`src/design/msrlm_pkg.sv`:
```
package msrlm_pkg;

    localparam int LANES = 4;
    localparam int LEN_W = 31;
    localparam int VAL_W = 16;
    localparam int NORM_W = 24;
    localparam logic [NORM_W-1:0] NORM_MAX = 24'hFF_FFFF;

    // Configuration register indexes
    localparam logic [2:0] CFG_FACTOR0 = 3'd0;
    localparam logic [2:0] CFG_FACTOR1 = 3'd1;
    localparam logic [2:0] CFG_FACTOR2 = 3'd2;
    localparam logic [2:0] CFG_FACTOR3 = 3'd3;
    localparam logic [2:0] CFG_CHROM_COUNT = 3'd4;

    typedef struct packed {
        logic [1:0]       sample;
        logic [LEN_W-1:0] run_length;
        logic [VAL_W-1:0] run_value;
        logic             stream_done;
    } in_t;

    typedef struct packed {
        logic [31:0]       start_position;
        logic [LEN_W-1:0]  segment_length;
        logic [15:0]       chromosome_index;
        logic              new_chromosome;
        logic [VAL_W-1:0]  raw0;
        logic [VAL_W-1:0]  raw1;
        logic [VAL_W-1:0]  raw2;
        logic [VAL_W-1:0]  raw3;
        logic [NORM_W-1:0] norm0;
        logic [NORM_W-1:0] norm1;
        logic [NORM_W-1:0] norm2;
        logic [NORM_W-1:0] norm3;
    } out_t;

    // Running summary handed from cell to cell
    typedef struct packed {
        logic             loaded;   // some cell took a run this cycle
        logic             waiting;  // some cell still needs a run
        logic             live;     // some cell not finished
        logic [LEN_W-1:0] min_len;  // shortest remaining run among live cells
    } chain_t;

    // raw * Q8.8 factor, round half up, saturate
    function automatic logic [NORM_W-1:0] normalize(input logic [VAL_W-1:0] raw,
                                                    input logic [15:0] factor);
        logic [31:0] prod;
        logic [32:0] sum;
        logic [24:0] shifted;
        prod = 32'(raw) * 32'(factor);
        sum = {1'b0, prod} + 33'd128;
        shifted = sum[32:8];
        if (shifted > 25'(NORM_MAX))
        begin
            return NORM_MAX;
        end
        return shifted[NORM_W-1:0];
    endfunction

endpackage

```
`src/design/msrlm_cell.sv`:
```
// One sample lane: holds its current run and joins the min chain.
module msrlm_cell (
    input  logic                          clk,
    input  logic                          rst_n,
    input  logic                          pick,
    input  msrlm_pkg::in_t                item,
    input  logic                          fire,
    input  logic                          clear,
    input  logic [msrlm_pkg::LEN_W-1:0]   step,
    input  msrlm_pkg::chain_t             chain_in,
    output msrlm_pkg::chain_t             chain_out,
    output logic [msrlm_pkg::VAL_W-1:0]   raw
);

    logic [msrlm_pkg::LEN_W-1:0] rem_reg, rem_next, rem_post;
    logic [msrlm_pkg::VAL_W-1:0] value_reg, value_next, value_post;
    logic finished_reg, finished_next, finished_post;
    logic awaiting_reg, awaiting_next, awaiting_post;
    logic load;

    // zero-length runs are dropped; sample keeps waiting
    assign load = pick && awaiting_reg &&
                  (item.stream_done || (item.run_length != '0));

    always_comb
    begin
        rem_post      = rem_reg;
        value_post    = value_reg;
        finished_post = finished_reg;
        awaiting_post = awaiting_reg;
        if (load)
        begin
            awaiting_post = 1'b0;
            if (item.stream_done)
            begin
                finished_post = 1'b1;
                rem_post      = '0;
                value_post    = '0;
            end
            else
            begin
                rem_post   = item.run_length;
                value_post = item.run_value;
            end
        end
    end

    always_comb
    begin
        chain_out.loaded  = chain_in.loaded | load;
        chain_out.waiting = chain_in.waiting | awaiting_post;
        chain_out.live    = chain_in.live | ~finished_post;
        chain_out.min_len = chain_in.min_len;
        if (!finished_post && (!chain_in.live || rem_post < chain_in.min_len))
        begin
            chain_out.min_len = rem_post;
        end
    end

    assign raw = value_post;

    always_comb
    begin
        rem_next      = rem_post;
        value_next    = value_post;
        finished_next = finished_post;
        awaiting_next = awaiting_post;
        priority if (clear)
        begin
            rem_next      = '0;
            value_next    = '0;
            finished_next = 1'b0;
            awaiting_next = 1'b1;
        end
        else if (fire && !finished_post)
        begin
            rem_next      = rem_post - step;
            awaiting_next = (rem_post == step);
        end
    end

    always_ff @(posedge clk or negedge rst_n)
    begin
        if (!rst_n)
        begin
            rem_reg      <= '0;
            value_reg    <= '0;
            finished_reg <= 1'b0;
            awaiting_reg <= 1'b1;
        end
        else
        begin
            rem_reg      <= rem_next;
            value_reg    <= value_next;
            finished_reg <= finished_next;
            awaiting_reg <= awaiting_next;
        end
    end

endmodule

```
`src/design/multi_stream_run_length_merger.sv`:
```
// Merges SAMPLES run-length coded coverage streams into common segments. Each
// input transfer carries the next run (length, value) of one sample, or marks
// that sample done for the current chromosome. Once no sample waits for a run,
// one segment goes out: it spans the shortest remaining run, carries every raw
// value and its Q8.8-normalized value (rounded half up, saturated to 24 bits),
// and the runs are shortened by that step. When every sample is done the
// chromosome index advances, position restarts at 0 and the next segment is
// flagged new_chromosome. After chromosome_count chromosomes all inputs are
// dropped. Rate: one input transfer per clock while the output is not stalled;
// a segment is registered in the segment stage, then in the output register.
// The cycle time is set by the cell chain: load of the run, the four-cell min
// compare and the subtract of the step, all in one combinational path.
// Registers 0..3 hold the per-sample factors (reset 1.0), register 4 the
// chromosome count (reset 1); write them only while the block is idle.
module multi_stream_run_length_merger #(
    parameter int SAMPLES = 4
) (
    input  logic              clk,
    input  logic              rst_n,
    input  logic              in_valid,
    output logic              in_ready,
    input  msrlm_pkg::in_t    in_item,
    output logic              out_valid,
    input  logic              out_ready,
    output msrlm_pkg::out_t   out_item,
    input  logic              cfg_write,
    input  logic [2:0]        cfg_index,
    input  logic [15:0]       cfg_data
);

    localparam int LW = msrlm_pkg::LEN_W;
    localparam int VW = msrlm_pkg::VAL_W;

    // configuration
    logic [15:0] factor_reg [msrlm_pkg::LANES];
    logic [15:0] count_reg;

    // chromosome and position state
    logic [31:0] pos_reg, pos_next;
    logic [15:0] chrom_reg, chrom_next;
    logic        pending_reg, pending_next;

    // cell chain
    msrlm_pkg::chain_t chain [SAMPLES+1];
    logic [VW-1:0]     lane_raw [msrlm_pkg::LANES];
    logic              go, emit, advance;
    logic [LW-1:0]     step;

    // segment stage (before the multiply) and output register
    logic            s1_valid_reg, s1_valid_next;
    logic [31:0]     s1_pos_reg;
    logic [LW-1:0]   s1_len_reg;
    logic [15:0]     s1_chrom_reg;
    logic            s1_new_reg;
    logic [VW-1:0]   s1_raw_reg [msrlm_pkg::LANES];
    logic            out_valid_reg, out_valid_next;
    msrlm_pkg::out_t out_item_reg;
    logic            s1_adv;

    // Ready reaches back through both stages so a full pipe still streams.
    assign s1_adv   = !out_valid_reg || out_ready;
    assign in_ready = !s1_valid_reg || s1_adv;

    // Transfers after the last chromosome are dropped.
    assign go = in_valid && in_ready && (chrom_reg < count_reg);

    assign chain[0] = '0;

    for (genvar i = 0; i < msrlm_pkg::LANES; i++)
    begin : g_lane
        if (i < SAMPLES)
        begin : g_cell
            msrlm_cell u_cell (
                .clk       (clk),
                .rst_n     (rst_n),
                .pick      (go && (in_item.sample == 2'(i))),
                .item      (in_item),
                .fire      (emit),
                .clear     (advance),
                .step      (step),
                .chain_in  (chain[i]),
                .chain_out (chain[i+1]),
                .raw       (lane_raw[i])
            );
        end
        else
        begin : g_absent
            assign lane_raw[i] = '0;
        end
    end

    // Emit once every sample holds a run; if none is live, move to the
    // next chromosome instead.
    assign step    = chain[SAMPLES].min_len;
    assign emit    = go && chain[SAMPLES].loaded && !chain[SAMPLES].waiting &&
                     chain[SAMPLES].live;
    assign advance = go && chain[SAMPLES].loaded && !chain[SAMPLES].waiting &&
                     !chain[SAMPLES].live;

    always_comb
    begin
        pos_next     = pos_reg;
        chrom_next   = chrom_reg;
        pending_next = pending_reg;
        priority if (advance)
        begin
            chrom_next   = chrom_reg + 16'd1;
            pos_next     = '0;
            pending_next = 1'b1;
        end
        else if (emit)
        begin
            pos_next     = pos_reg + 32'(step);
            pending_next = 1'b0;
        end
    end

    always_ff @(posedge clk or negedge rst_n)
    begin
        if (!rst_n)
        begin
            pos_reg     <= '0;
            chrom_reg   <= '0;
            pending_reg <= 1'b0;
        end
        else
        begin
            pos_reg     <= pos_next;
            chrom_reg   <= chrom_next;
            pending_reg <= pending_next;
        end
    end

    // configuration writes; unknown indexes are ignored
    always_ff @(posedge clk or negedge rst_n)
    begin
        if (!rst_n)
        begin
            for (int k = 0; k < msrlm_pkg::LANES; k++)
            begin
                factor_reg[k] <= 16'd256;
            end
            count_reg <= 16'd1;
        end
        else if (cfg_write)
        begin
            unique case (cfg_index)
                msrlm_pkg::CFG_FACTOR0:     factor_reg[0] <= cfg_data;
                msrlm_pkg::CFG_FACTOR1:     factor_reg[1] <= cfg_data;
                msrlm_pkg::CFG_FACTOR2:     factor_reg[2] <= cfg_data;
                msrlm_pkg::CFG_FACTOR3:     factor_reg[3] <= cfg_data;
                msrlm_pkg::CFG_CHROM_COUNT: count_reg     <= cfg_data;
                default:                    ;
            endcase
        end
    end

    // valid bits of the two result stages
    always_comb
    begin
        s1_valid_next  = s1_valid_reg;
        out_valid_next = out_valid_reg;
        if (s1_adv)
        begin
            out_valid_next = s1_valid_reg;
        end
        if (in_ready)
        begin
            s1_valid_next = emit;
        end
    end

    always_ff @(posedge clk or negedge rst_n)
    begin
        if (!rst_n)
        begin
            s1_valid_reg  <= 1'b0;
            out_valid_reg <= 1'b0;
        end
        else
        begin
            s1_valid_reg  <= s1_valid_next;
            out_valid_reg <= out_valid_next;
        end
    end

    // payload registers
    always_ff @(posedge clk)
    begin
        if (in_ready && emit)
        begin
            s1_pos_reg   <= pos_reg;
            s1_len_reg   <= step;
            s1_chrom_reg <= chrom_reg;
            s1_new_reg   <= pending_reg;
            for (int k = 0; k < msrlm_pkg::LANES; k++)
            begin
                s1_raw_reg[k] <= lane_raw[k];
            end
        end
        if (s1_adv && s1_valid_reg)
        begin
            out_item_reg.start_position   <= s1_pos_reg;
            out_item_reg.segment_length   <= s1_len_reg;
            out_item_reg.chromosome_index <= s1_chrom_reg;
            out_item_reg.new_chromosome   <= s1_new_reg;
            out_item_reg.raw0  <= s1_raw_reg[0];
            out_item_reg.raw1  <= s1_raw_reg[1];
            out_item_reg.raw2  <= s1_raw_reg[2];
            out_item_reg.raw3  <= s1_raw_reg[3];
            out_item_reg.norm0 <= msrlm_pkg::normalize(s1_raw_reg[0], factor_reg[0]);
            out_item_reg.norm1 <= msrlm_pkg::normalize(s1_raw_reg[1], factor_reg[1]);
            out_item_reg.norm2 <= msrlm_pkg::normalize(s1_raw_reg[2], factor_reg[2]);
            out_item_reg.norm3 <= msrlm_pkg::normalize(s1_raw_reg[3], factor_reg[3]);
        end
    end

    assign out_valid = out_valid_reg;
    assign out_item  = out_item_reg;

endmodule

```
`config.mk`:
```
export PLATFORM = sky130hd
export DESIGN_NAME = multi_stream_run_length_merger
export DESIGN_NICKNAME = d
export VERILOG_FILES = /design/src/design/msrlm_pkg.sv /design/src/design/msrlm_cell.sv /design/src/design/multi_stream_run_length_merger.sv
export SDC_FILE = /design/constraint.sdc
export NUM_CORES = 2
export LEC_CHECK = 0
export ABC_AREA = 1
export BUFFER_PORTS_ARGS = -buffer_cell sky130_fd_sc_hd__buf_2
export CORE_MARGIN = 10
export CORE_UTILIZATION = 35
export DETAILED_ROUTE_END_ITERATION = 12
export MAX_ROUTING_LAYER = met4
export PLACE_DENSITY = 0.61
export SYNTH_ARGS = -nofsm -noshare
export SYNTH_HDL_FRONTEND = slang
export SYNTH_SLANG_ARGS = --single-unit
export TNS_END_PERCENT = 1
```
`constraint.sdc`:
```
create_clock -name clk -period 34.2 [get_ports clk]
set_input_delay 1.71 -clock clk [delete_from_list [all_inputs] [get_ports clk]]
set_output_delay 1.71 -clock clk [all_outputs]
set_load 0.02 [all_outputs]
```
=== Yosys cells after proc, flatten, opt, wreduce, memory -nomap -nowiden ===
Memory sizes are Yosys's and may differ from the RTL's.
Index checks and enable logic that the tools add are counted.

* Register bits: 647
* RAM bits: 64
* Logic and storage cells: 213
* Memories kept: 1

{| class="wikitable"
|+ Memory list
! name !! depth !! width !! read ports !! clocked after Yosys merged registers in !! wr ports !! RTL line !! text
|-
| s1_raw_reg || 4 || 16 || 4 || 0 || 4 || multi_stream_run_length_merger.sv:55 || <nowiki>logic [VW-1:0] s1_raw_reg [msrlm_pkg::LANES];</nowiki>
|}

* Add/sub/neg operators: 10
* Multiply operators: 4
* $lt $le $gt $ge: 8
* Equal/unequal tests: 11
* Multiplexer cells: 72
* Bitwise gates (word level): 13
* Reductions and logical operators: 52

{| class="wikitable"
|+ Operator list
! cell !! number
|-
| two-way mux 31 bit || 17
|-
| two-way mux 24 bit || 8
|-
| two-way mux 16 bit || 9
|-
| adder 32 x 8 -> 33 bit, second input constant || 4
|-
| multiplier 16 x 16 -> 32 bit || 4
|-
| == test 31 bit || 4
|-
| subtractor 31 bit || 4
|-
| > comparator 25 x 24 -> 1 bit, second input constant || 4
|-
| less-than comparator 31 bit || 3
|-
| two-way mux 32 bit || 2
|-
| two-way mux 1 bit || 36
|-
| adder 32 x 31 -> 32 bit || 1
|-
| nonzero test 31 bit || 1
|-
| logical AND 1 bit || 27
|-
| adder 16 x 1 -> 16 bit, second input constant || 1
|-
| less-than comparator 16 bit || 1
|-
| logical NOT 1 bit || 10
|-
| AND reduction 2 bit || 5
|-
| bitwise OR 1 bit || 9
|-
| == test 3 x 2 -> 1 bit, second input constant || 2
|-
| logical OR 1 bit || 6
|-
| == test 2 bit, second input constant || 2
|-
| inverter 1 bit || 4
|-
| == test 3 x 1 -> 1 bit, second input constant || 1
|-
| 5 further kinds || 5
|}

=== Logic depth before layout (Yosys ltp) ===
* Depth in word-level cells: 25
* Gate-level depth with buffers: 99

=== Cells and area by module ===
From an unflattened synthesis, not the netlist that was laid out.

* Cell total of the unflattened synthesis: 10368
* Area total of the unflattened synthesis: 79443.7 µm²

{| class="wikitable"
|+ Modules (own cells, without submodules)
! module !! times used !! cells each !! area an instance (µm²) !! sequential area each (µm²)
|-
| multi_stream_run_length_merger || 1 || 6820 || 57232.4 || 14815.5
|-
| msrlm_cell || 4 || 887 || 5552.8 || 1227.4
|}

=== Worst setup path after synthesis ===
OpenSTA, ideal clock, no wires.

* Path kind: input to register
* From: input out_ready
* To: register out_item_reg (netlist bit out_item[0]) (enable)
* Library setup time: 0.921 ns
* Arrival: 13.085 ns
* Path slack: 20.194 ns
* Cell stages on the path: 2
* Buffers on the path: 0
* Path through: inv_2 -> a21oi_1

* Longest elaborated chain between the ends: 2

{| class="wikitable"
|+ RTL lines
! item !! RTL line !! text
|-
| from (decl) || multi_stream_run_length_merger.sv:24 || <nowiki>input logic out_ready,</nowiki>
|-
| logical OR 1 bit || multi_stream_run_length_merger.sv:61 || <nowiki>assign s1_adv = !out_valid_reg || out_ready;</nowiki>
|-
| logical AND 1 bit || multi_stream_run_length_merger.sv:201 || <nowiki>if (s1_adv && s1_valid_reg)</nowiki>
|-
| to (decl) || multi_stream_run_length_merger.sv:57 || <nowiki>msrlm_pkg::out_t out_item_reg;</nowiki>
|}

Every way passes these cells.
A chain may end at the register's enable or synchronous reset.

==> load_flow_metrics.sql <==
INSERT INTO impl_metrics (metric_group, metric, value, unit) VALUES
('outcome', 'outcome', 'completed', ''),
('logic_synthesis', 'syn_avg_cell_area', '8.69', 'um^2'),
('grt', 'grt_antenna_before_repair', '25', ''),
('placed_design', 'post_place_cells', '10800', ''),
('routing', 'final_antenna_net_count', '0', ''),
('setup_path', 'worst-path-max-fanout', '61', ''),
('job', 'cap_violations', '0', ''),
('setup_path', 'path_common_cell', 'sky130_fd_sc_hd__nand2_1', ''),
('grt', 'largest_net_degree_at_the_start_of_global_routing', '154', ''),
('routing', 'detail_route.iter0.violations', '4317', ''),
('routing', 'post_drt_via_cell_ratio', '5.02', ''),
('setup_path', 'cpPeakStageDelay', '0.64', 'ns'),
('finish', 'stdcell_count', '10900', ''),
('finish', 'mostFrequentLayoutCell', 'sky130_fd_sc_hd__nand2_1', ''),
('sta', 'finalHoldViolations', '0', ''),
('logic_synthesis', 'synth.ff_latch_count', '711', ''),
('clock_network', 'clock_tree.htree_level_count', '3', ''),
('logic_synthesis', 'postSynth.asyncResetShare', '46.0', '%'),
('clock_network', 'cts_hold_buf', '0', ''),
('routing', 'drc', '0', ''),
('setup_path', 'worst-endpoint-arrival', '17.40', 'ns'),
('routing', 'first_pass_iters', '6', ''),
('logic_synthesis', 'synth-seq-area-share', '28.0', '%'),
('sta', 'setup_total_negative_slack', '0', 'ns'),
('setup_path', 'setup.worst_path.start_class', 'input port', ''),
('sta', 'finalCritPeriodShare', '49.1', '%'),
('placed_design', 'hpwl', '167', 'mm'),
('sta', 'tightest_slew', '1.20', 'ns'),
('logic_synthesis', 'synth_nets', '9682', ''),
('sta', 'report.final.slew_viol_count', '0', ''),
('setup_path', 'criticalPathCategory', 'input port to flop', ''),
('clock_network', 'cts_inserted_buffers', '89', ''),
('logic_synthesis', 'netlist-cell-type-count', '67', ''),
('clock_network', 'post_cts_resize_count', '0', ''),
('sta', 'min_period', '16.78', 'ns'),
('floorplanning', 'boundaryPins', '316', ''),
('clock_network', 'maximum_number_of_buffers_from_clock_root_to_sink', '3', ''),
('clock_network', 'clock_transition_at_the_register_clock_pins_on_the_worst_setup_and_hold_paths_after_cts', '0.06', 'ns'),
('logic_synthesis', 'synth_edf_count', '384', ''),
('setup_path', 'required', '34.82', 'ns'),
('finish', 'layout-area-overhead-vs-synth', '10.2', '%'),
('routing', 'wl_per_cell', '20.4', 'um'),
('placed_design', 'place_congestion', '0.973', ''),
('clock_network', 'cts.repair_timing.setup_buffer_count', '0', ''),
('finish', 'nets', '9763', ''),
('finish', 'post_route_cells_drive_above_1_share', '9.01', '%'),
('grt', 'number_of_global_route_vias_before_repair', '56900', ''),
('logic_synthesis', 'synthesis.instances', '8112', ''),
('clock_network', 'cts_sinks', '711', ''),
('sta', 'skew', '0.0332', 'ns'),
('clock_network', 'tritoncts', 'done', ''),
('clock_network', 'insertion_delay', '0.74', 'ns'),
('routing', 'vias', '54900', ''),
('sta', 'grt_setup_unrepaired', 'false', ''),
('logic_synthesis', 'yosysWarningCount', '0', ''),
('floorplanning', 'coreArea', '200000', 'um^2'),
('setup_path', 'cp-end-kind', 'flop', ''),
('routing', 'detail_route.wirelength', '223', 'mm'),
('clock_network', 'clock_tree.root_cell', 'sky130_fd_sc_hd__clkbuf_16', ''),
('floorplanning', 'row_count', '164', ''),
('finish', 'largest_reg_flops', '240', ''),
('floorplanning', 'fp.dieH', '469', 'um'),
('floorplanning', 'dieWidth', '469', 'um'),
('sta', 'max_frequency', '59.6', 'MHz'),
('floorplanning', 'die_area', '220000', 'um^2'),
('min_path', 'hold_path.class', 'flop to flop', ''),
('setup_path', 'cpMaxStageDelayCell', 'sky130_fd_sc_hd__nor3_2', ''),
('sta', 'report.final.setup_viol', '0', ''),
('finish', 'most-common-layout-cells', 'sky130_fd_sc_hd__nand2_1, sky130_fd_sc_hd__inv_1, sky130_fd_sc_hd__fa_1', ''),
('logic_synthesis', 'synth.cell_area', '70500', 'um^2'),
('placed_design', 'io_buffers', '315', ''),
('sta', 'maxSlewHeadroom', '19.6', '%'),
('grt', 'grt_usage', '20.8', '%'),
('grt', 'grt_pass1_wl', '342', 'mm'),
('grt', 'grt_total_ovfl', '0', ''),
('floorplanning', 'initial_utilization', '35.3', '%'),
('logic_synthesis', 'dominantRegCellSynth', 'sky130_fd_sc_hd__edfxtp_1', '');
-- kinds of logic (layout without fill, tap and decap cells) --
| logic type | after synthesis | in the layout | synth area share, % |
|---|---|---|---|
| simple gates | 2360 | 2360 | 13.5 |
| buf+inv | 2178 | 2336 | 11.7 |
| fa+ha+maj | 1496 | 1496 | 34.9 |
| compound gates | 1177 | 1177 | 9.59 |
| flops | 711 | 711 | 28.0 |
| xor+xnor | 188 | 188 | 2.35 |
| mux | 2 | 2 | 0.0284 |
| other cells | 0 | 17 | 0 |
-- layout make-up --
cell class	count	area, um^2
fillers	20000	122000
clock buffers	124	2520
multi-input cells	5223	42600
diodes	17	42.5
clock inverters	44	629
inverters	1781	6690
repair buffers	387	2150
well taps	2656	3320
flip-flops and latches	711	19700
-- cells in the mapped netlist (19+ instances only) --
cell type / n / area [um^2]
sky130_fd_sc_hd__o21bai_1: 20 / 150
sky130_fd_sc_hd__nor2_1: 203 / 762
sky130_fd_sc_hd__xor2_1: 97 / 850
sky130_fd_sc_hd__inv_2: 31 / 116
sky130_fd_sc_hd__inv_1: 1748 / 6560
sky130_fd_sc_hd__a31oi_1: 21 / 131
sky130_fd_sc_hd__nand4_1: 37 / 231
sky130_fd_sc_hd__a211oi_1: 52 / 390
sky130_fd_sc_hd__a21oi_1: 348 / 1740
sky130_fd_sc_hd__fa_1: 785 / 15700
sky130_fd_sc_hd__nand3_1: 112 / 561
sky130_fd_sc_hd__o211ai_1: 19 / 143
sky130_fd_sc_hd__a21boi_0: 64 / 480
sky130_fd_sc_hd__o21ai_1: 19 / 95.1
sky130_fd_sc_hd__o21ai_2: 26 / 228
sky130_fd_sc_hd__or2_2: 97 / 607
sky130_fd_sc_hd__ha_1: 711 / 8900
sky130_fd_sc_hd__edfxtp_1: 384 / 11500
sky130_fd_sc_hd__clkbuf_1: 365 / 1370
sky130_fd_sc_hd__o21ai_0: 512 / 2560
sky130_fd_sc_hd__xnor2_1: 90 / 788
sky130_fd_sc_hd__dfrtp_1: 318 / 7960
sky130_fd_sc_hd__nand2_1: 1861 / 6990
-- worst max-delay path, delay by kind of cell --
family | cells | cell delay [ns]
AND/OR/NAND/NOR | 33 | 6.21
XOR/XNOR | 1 | 0.10
buffers and inverters | 10 | 2.36
adder cells (fa/ha/maj) | 4 | 1.39
AO/OA/AOI/OAI | 26 | 5.50
-- final timing paths --
| path | from | endpoint | slack [ns] | depth (start not counted) |
|---|---|---|---|---|
| setup / recovery | in_item[0] | g_lane[1].g_cell.u_cell.rem_reg[27] | 17.42 | 74 |
| hold / removal | s1_len_reg[1] | out_item[178] | 0.42 | 0 |
| setup reg to reg | chrom_reg[11] | g_lane[1].g_cell.u_cell.rem_reg[27] | 18.34 | 77 |
| hold reg to reg | s1_len_reg[1] | out_item[178] | 0.42 | 0 |
| max in group asynchronous | rst_n | factor_reg[48] | 30.87 | 3 |
| min in group asynchronous | rst_n | g_lane[2].g_cell.u_cell.rem_reg[24] | 1.01 | 1 |
-- metal layers --
metal,wire [um],up-vias,global-route usage (%)
met4,9210,0,8.06
li1,-,25300,-
met1,94600,27300,26.7
met3,17200,428,3.69
met2,102000,1923,32.8
met5,0,-,-
-- stage by stage --
step	hold WS [ns]	setup slack (ns)	utilization, %	cell area, um^2
final	0.419	17.42	38.8	77700
after global routing	0.425	16.20	38.8	77700
after CTS	0.420	17.91	38.8	77600
after detailed placement	0.405	17.16	37.2	74500
after global placement	0.401	17.32	37.2	74500
after floorplan	0.400	20.19	-	70500
Power is not shown: default switching activity piles up to over one toggle a cycle in this logic, so the estimate is an artifact.
